## config.mk

```make
export PLATFORM = sky130hd
export DESIGN_NAME = restoring_unsigned_divider
export DESIGN_NICKNAME = d
export VERILOG_FILES = /design/src/design/rdu_pkg.sv /design/src/design/rdu_cell.sv /design/src/design/restoring_unsigned_divider.sv
export SDC_FILE = /design/constraint.sdc
export NUM_CORES = 1
export LEC_CHECK = 0
export BUFFER_PORTS_ARGS = -buffer_cell sky130_fd_sc_hd__buf_4
export CAP_MARGIN = 20
export CORE_MARGIN = 1
export CORE_UTILIZATION = 40
export DETAILED_ROUTE_END_ITERATION = 12
export GPL_TIMING_DRIVEN = 1
export REMOVE_ABC_BUFFERS = 1
export SETUP_SLACK_MARGIN = 0.4
export SYNTH_ARGS = -nofsm -noshare
export SYNTH_HDL_FRONTEND = slang
export SYNTH_SLANG_ARGS = --single-unit
```

## constraint.sdc

```tcl
create_clock -name clk -period 18.1 [get_ports clk]
set_input_delay 2.715 -clock clk [delete_from_list [all_inputs] [get_ports clk]]
set_output_delay 2.715 -clock clk [all_outputs]
set_load 0.02 [all_outputs]
```

## src/design/rdu_pkg.sv

```systemverilog
// rdu_pkg: shared constants for the restoring unsigned divider.
// No dependencies; imported by the step cell and the top level.
package rdu_pkg;

  localparam int unsigned WIDTH_MIN = 2;
  localparam int unsigned WIDTH_MAX = 32;

endpackage

```

## src/design/rdu_cell.sv

```systemverilog
// rdu_cell: one restoring bit-step with its own pipeline register.
// Depends on rdu_pkg.
module rdu_cell import rdu_pkg::*; #(
  parameter int unsigned WIDTH = 16
) (
  input  logic             clk,
  input  logic             rst,
  input  logic             up_valid,
  output logic             up_ready,
  input  logic [WIDTH-1:0] up_part,
  input  logic [WIDTH-1:0] up_num,
  input  logic [WIDTH-1:0] up_den,
  input  logic [WIDTH-1:0] up_quo,
  output logic             dn_valid,
  input  logic             dn_ready,
  output logic [WIDTH-1:0] dn_part,
  output logic [WIDTH-1:0] dn_num,
  output logic [WIDTH-1:0] dn_den,
  output logic [WIDTH-1:0] dn_quo
);

  logic [WIDTH:0]   shifted;
  logic [WIDTH:0]   diff;
  logic             ge;
  logic [WIDTH-1:0] part_next;
  logic [WIDTH-1:0] quo_next;
  logic [WIDTH-1:0] num_next;

  always_comb begin
    shifted   = {up_part, up_num[WIDTH-1]};
    ge        = (shifted >= {1'b0, up_den});
    diff      = shifted - {1'b0, up_den};
    part_next = ge ? diff[WIDTH-1:0] : shifted[WIDTH-1:0];
    quo_next  = {up_quo[WIDTH-2:0], ge};
    num_next  = {up_num[WIDTH-2:0], 1'b0};
  end

  assign up_ready = !dn_valid || dn_ready;

  always_ff @(posedge clk) begin
    if (rst) begin
      dn_valid <= 1'b0;
    end else if (up_ready) begin
      dn_valid <= up_valid;
    end
  end

  always_ff @(posedge clk) begin
    if (up_ready && up_valid) begin
      dn_part <= part_next;
      dn_num  <= num_next;
      dn_den  <= up_den;
      dn_quo  <= quo_next;
    end
  end

  // partial remainder stays below a nonzero divisor
  a_part_below_den: assert property (@(posedge clk) disable iff (rst)
    dn_valid && (dn_den != '0) |-> (dn_part < dn_den))
    else $error("rdu_cell: partial remainder not below divisor");

  a_accept_fills: assert property (@(posedge clk) disable iff (rst)
    up_valid && up_ready |=> dn_valid)
    else $error("rdu_cell: accepted request lost");

  a_stall_holds: assert property (@(posedge clk) disable iff (rst)
    dn_valid && !dn_ready |=> dn_valid && $stable(dn_part) && $stable(dn_quo))
    else $error("rdu_cell: stalled step changed");

endmodule

```

## src/design/restoring_unsigned_divider.sv

```systemverilog
// restoring_unsigned_divider: chain of WIDTH restoring bit-step cells.
// Each cell resolves one quotient bit and registers it, one cell per bit.
// Throughput: one request per cycle while res_ready is high; each cell drains independently on stall.
// Reset (rst, synchronous): clears the valid bit of every cell, data not reset.
// Depends on rdu_pkg and rdu_cell.
module restoring_unsigned_divider import rdu_pkg::*; #(
  parameter int unsigned WIDTH = 16
) (
  input  logic             clk,
  input  logic             rst,
  input  logic             req_valid,
  output logic             req_ready,
  input  logic [WIDTH-1:0] dividend,
  input  logic [WIDTH-1:0] divisor,
  output logic             res_valid,
  input  logic             res_ready,
  output logic [WIDTH-1:0] quotient_out,
  output logic [WIDTH-1:0] remainder_out
);

  logic             valid [WIDTH+1];
  logic             ready [WIDTH+1];
  logic [WIDTH-1:0] part  [WIDTH+1];
  logic [WIDTH-1:0] num   [WIDTH+1];
  logic [WIDTH-1:0] den   [WIDTH+1];
  logic [WIDTH-1:0] quo   [WIDTH+1];

  assign valid[0] = req_valid;
  assign req_ready = ready[0];
  assign part[0]  = '0;
  assign num[0]   = dividend;
  assign den[0]   = divisor;
  assign quo[0]   = '0;

  for (genvar i = 0; i < WIDTH; i++) begin : g_cell
    rdu_cell #(.WIDTH(WIDTH)) u_cell (
      .clk      (clk),
      .rst      (rst),
      .up_valid (valid[i]),
      .up_ready (ready[i]),
      .up_part  (part[i]),
      .up_num   (num[i]),
      .up_den   (den[i]),
      .up_quo   (quo[i]),
      .dn_valid (valid[i+1]),
      .dn_ready (ready[i+1]),
      .dn_part  (part[i+1]),
      .dn_num   (num[i+1]),
      .dn_den   (den[i+1]),
      .dn_quo   (quo[i+1])
    );
  end

  assign ready[WIDTH]  = res_ready;
  assign res_valid     = valid[WIDTH];
  assign quotient_out  = quo[WIDTH];
  assign remainder_out = part[WIDTH];

  a_width_range: assert property (@(posedge clk)
    (WIDTH >= WIDTH_MIN) && (WIDTH <= WIDTH_MAX))
    else $error("restoring_unsigned_divider: WIDTH out of range");

  a_zero_div: assert property (@(posedge clk) disable iff (rst)
    res_valid && (den[WIDTH] == '0) |-> (quotient_out == '1))
    else $error("restoring_unsigned_divider: zero divisor quotient not all ones");

  a_drain: assert property (@(posedge clk) disable iff (rst)
    res_ready |-> ready[0])
    else $error("restoring_unsigned_divider: request blocked with open sink");

endmodule

```

==> qor.csv <==
metric;value;unit
flop-to-flop setup slack;14.46;ns
Critical Path AT;5.21;ns
worst hold margin;0.405;ns
H-tree Lvls;3;
final period utilization;43.8;%
Final nets;3572;
Synth top area share;57.0;%
Max Cap Violations;0;
Crit Path Class;input port to output port;
largest net degree at the start of global routing;49;
worst r2r src;g_cell[0].u_cell.dn_den[6];
status;finished, final reports clean;
CTS resizes;0;
Total GRT Usage;15.6;%
Yosys reg bits;768;
routed wire length;78000;um
Final TNS setup;0;ns
CTS buffer count;85;
Peak VDD IR;83.9;uV
worst hold path type;flop to flop;
Initial Util;40.3;%
Port Buffers;69;
Achievable Freq;126;MHz
r2r endpoint;g_cell[1].u_cell.dn_part[2];
Synth Cell Area;39600;sq um
vias per cell;5.27;
Pleak;16.7;nW
clock root buffer;clkbuf_16;
count of pins over their slew limit;0;
Antenna Nets Post-Route;0;
dominant synthesized flop cell;edfxtp_1;
Final Hold Viols;0;
Skew-Pair Late Insertion Delay;0.64;ns
fillcell total;8846;
crit path time final;7.93;ns
# IOs;70;
core area;98300;sq um
most common cell after layout, fill and taps aside;edfxtp_1;
ranking of synthesized cells by area;edfxtp_1 57%, ha_1 7.6%, mux2_2 4.4%, inv_1 3.4%, a21oi_1 2.2%;
Final Setup Violations;0;
die height;317;um
Post-synth EDFFs;752;
mean routed wirelength per cell;16.8;um
die width;317;um
first-pass GRT wire length;126000;um
worst-margin pin slew;1.08;ns
# hold bufs at CTS;0;
DP Worst Slack;10.14;ns
initial antenna violation count;0;
relative slew slack;27.8;%
CTS tree;built;
ratio of cells with drive above 1 in the final layout;13.7;%
Crit path required time;15.39;ns
synth unique cells;76;
syn avg cell area;12.6;sq um
register cell area after layout;22900;sq um
pwr dens;88.4;nW/um^2
die area;100000;sq um
startpoint types;input port;
Antenna Diode Count;0;
CP endpoint;req_ready;
Crit. Startpoint;res_ready;
Synthesis Warnings;0;
drt first pass iters;5;
Routability Congestion;0.892;
deepest clock path buffer count;3;
RSZ-0062 raised after global routing;false;
Placement Rows;115;
Async SR Flop Fraction;0;%
hpwl dp;58600;um
post-synthesis sequential area ratio;57.8;%
clock skew;0.0216;ns
clk slew on worst S/H paths;0.06;ns
design area;44800;sq um
largest area contributor in the netlist;edfxtp_1;
worst setup margin;10.17;ns
via count;24460;
Util after Layout;45.6;%
Crit Path Max Fanout;6;
placed cell areas;41800;sq um
Setup crit end kind;output port;
multi-input logic area;15300;sq um
vias in the first global route;24584;
remaining global-route overflow;0;
Synth Instances;3137;
DRC;0;
initial DRC count;1110;
Area Overhead vs Synth;13.0;%
clock sink total;768;
worst-case reg-to-reg path depth;7;
Post-CTS Setup Bufs;0;
commonest non-fill, non-tap cells in the layout;752 x edfxtp_1, 357 x inv_1, 242 x ha_1;
==> report_power, final <==
group          leakage (nW)  total (mW)  switching (mW)  internal [mW]
clock network          1.44        1.83           0.719           1.11
registers              6.95        1.97          0.0111           1.96
logic                  8.28       0.163          0.0881         0.0751
total                  16.7        3.96           0.818           3.14
==> how the worst min path moves through the flow <==
stage	cells after the start	slack, ns	from	endpoint
floorplan	0	0.40	g_cell[9].u_cell.dn_num[10]	g_cell[10].u_cell.dn_num[11]
global placement	0	0.40	g_cell[14].u_cell.dn_quo[0]	g_cell[15].u_cell.dn_quo[1]
detailed placement	0	0.40	g_cell[10].u_cell.dn_num[12]	g_cell[11].u_cell.dn_num[13]
CTS	0	0.41	g_cell[8].u_cell.dn_quo[3]	g_cell[9].u_cell.dn_quo[4]
global route	0	0.41	g_cell[0].u_cell.dn_num[1]	g_cell[1].u_cell.dn_num[2]
finish	0	0.41	g_cell[8].u_cell.dn_quo[3]	g_cell[9].u_cell.dn_quo[4]
==> critical path, stage by stage <==
cell	delay [ns]
buf_4	0.11
and4b_1	0.46
nand4_1	0.25
nor3_1	0.81
and3_1	0.52
nand3_1	0.15
buf_4	0.19
==> sequential cells by signal, summed over array words and instances, names as in the netlist <==
| signal | flops |
|---|---|
| g_cell.u_cell.dn_den | 240 |
| g_cell.u_cell.dn_num | 120 |
| g_cell.u_cell.dn_part | 256 |
| g_cell.u_cell.dn_quo | 136 |
| g_cell.u_cell.dn_valid | 16 |
==> stage by stage <==
stage          power (mW)  cells
2_1_floorplan        2.13   3101
3_3_place_gp         2.17   4479
3_5_place_dp         2.17   4479
4_1_cts              4.01   4638
5_1_grt              4.10   4638
6_report             3.96   4638
==> cells by family (layout without fill, tap and decap cells) <==
logic type,count (synthesis),count (layout),share of synthesized area [%]
AOI/OAI and AO/OA,669,669,11.9
xor gates and xnor gates,108,108,2.39
adders and majority gates,257,257,8.40
buffers and inverters,393,607,4.06
DFF,768,768,57.8
muxes,214,214,5.98
and+or+nand+nor,728,728,9.50
==> cells in the mapped netlist, drive strengths merged, types with 12 or more instances <==
| library cell | instances |
|---|---|
| edfxtp | 752 |
| ha | 242 |
| xor2 | 33 |
| and4 | 14 |
| nand4 | 27 |
| o221a | 13 |
| and2 | 26 |
| dfxtp | 16 |
| clkbuf | 12 |
| o21a | 80 |
| nand2b | 34 |
| o31ai | 33 |
| nor4b | 13 |
| mux2i | 48 |
| nor3 | 73 |
| xnor2 | 75 |
| nor4 | 42 |
| a21boi | 22 |
| a311o | 13 |
| a311oi | 17 |
| a211oi | 19 |
| o21ai | 96 |
| nor2b | 54 |
| fa | 15 |
| a2111oi | 18 |
| nand3 | 75 |
| a21oi | 173 |
| nor2 | 185 |
| buf | 24 |
| a21o | 26 |
| a221oi | 16 |
| nand2 | 106 |
| or3 | 29 |
| o311ai | 18 |
| a31oi | 32 |
| and3 | 17 |
| inv | 357 |
| mux2 | 166 |
| o31a | 31 |
==> per-layer routing <==
layer  track usage [%]  share of wire [%]
met5                 0                  0
met4              6.74                3.9
met3              2.27                2.8
met2              29.8                 53
met1              17.0                 40
==> area by class of cell <==
cell class	instances	share of cell area, %
Timing Repair Buffer	91	1.52
Tap cell	1287	3.59
Multi-Input combinational cell	1976	34.1
Clock buffer	104	4.95
Inverter	357	2.99
Sequential cell	768	51.1
Clock inverter	55	1.67
Power figures use the tool's default switching activity.
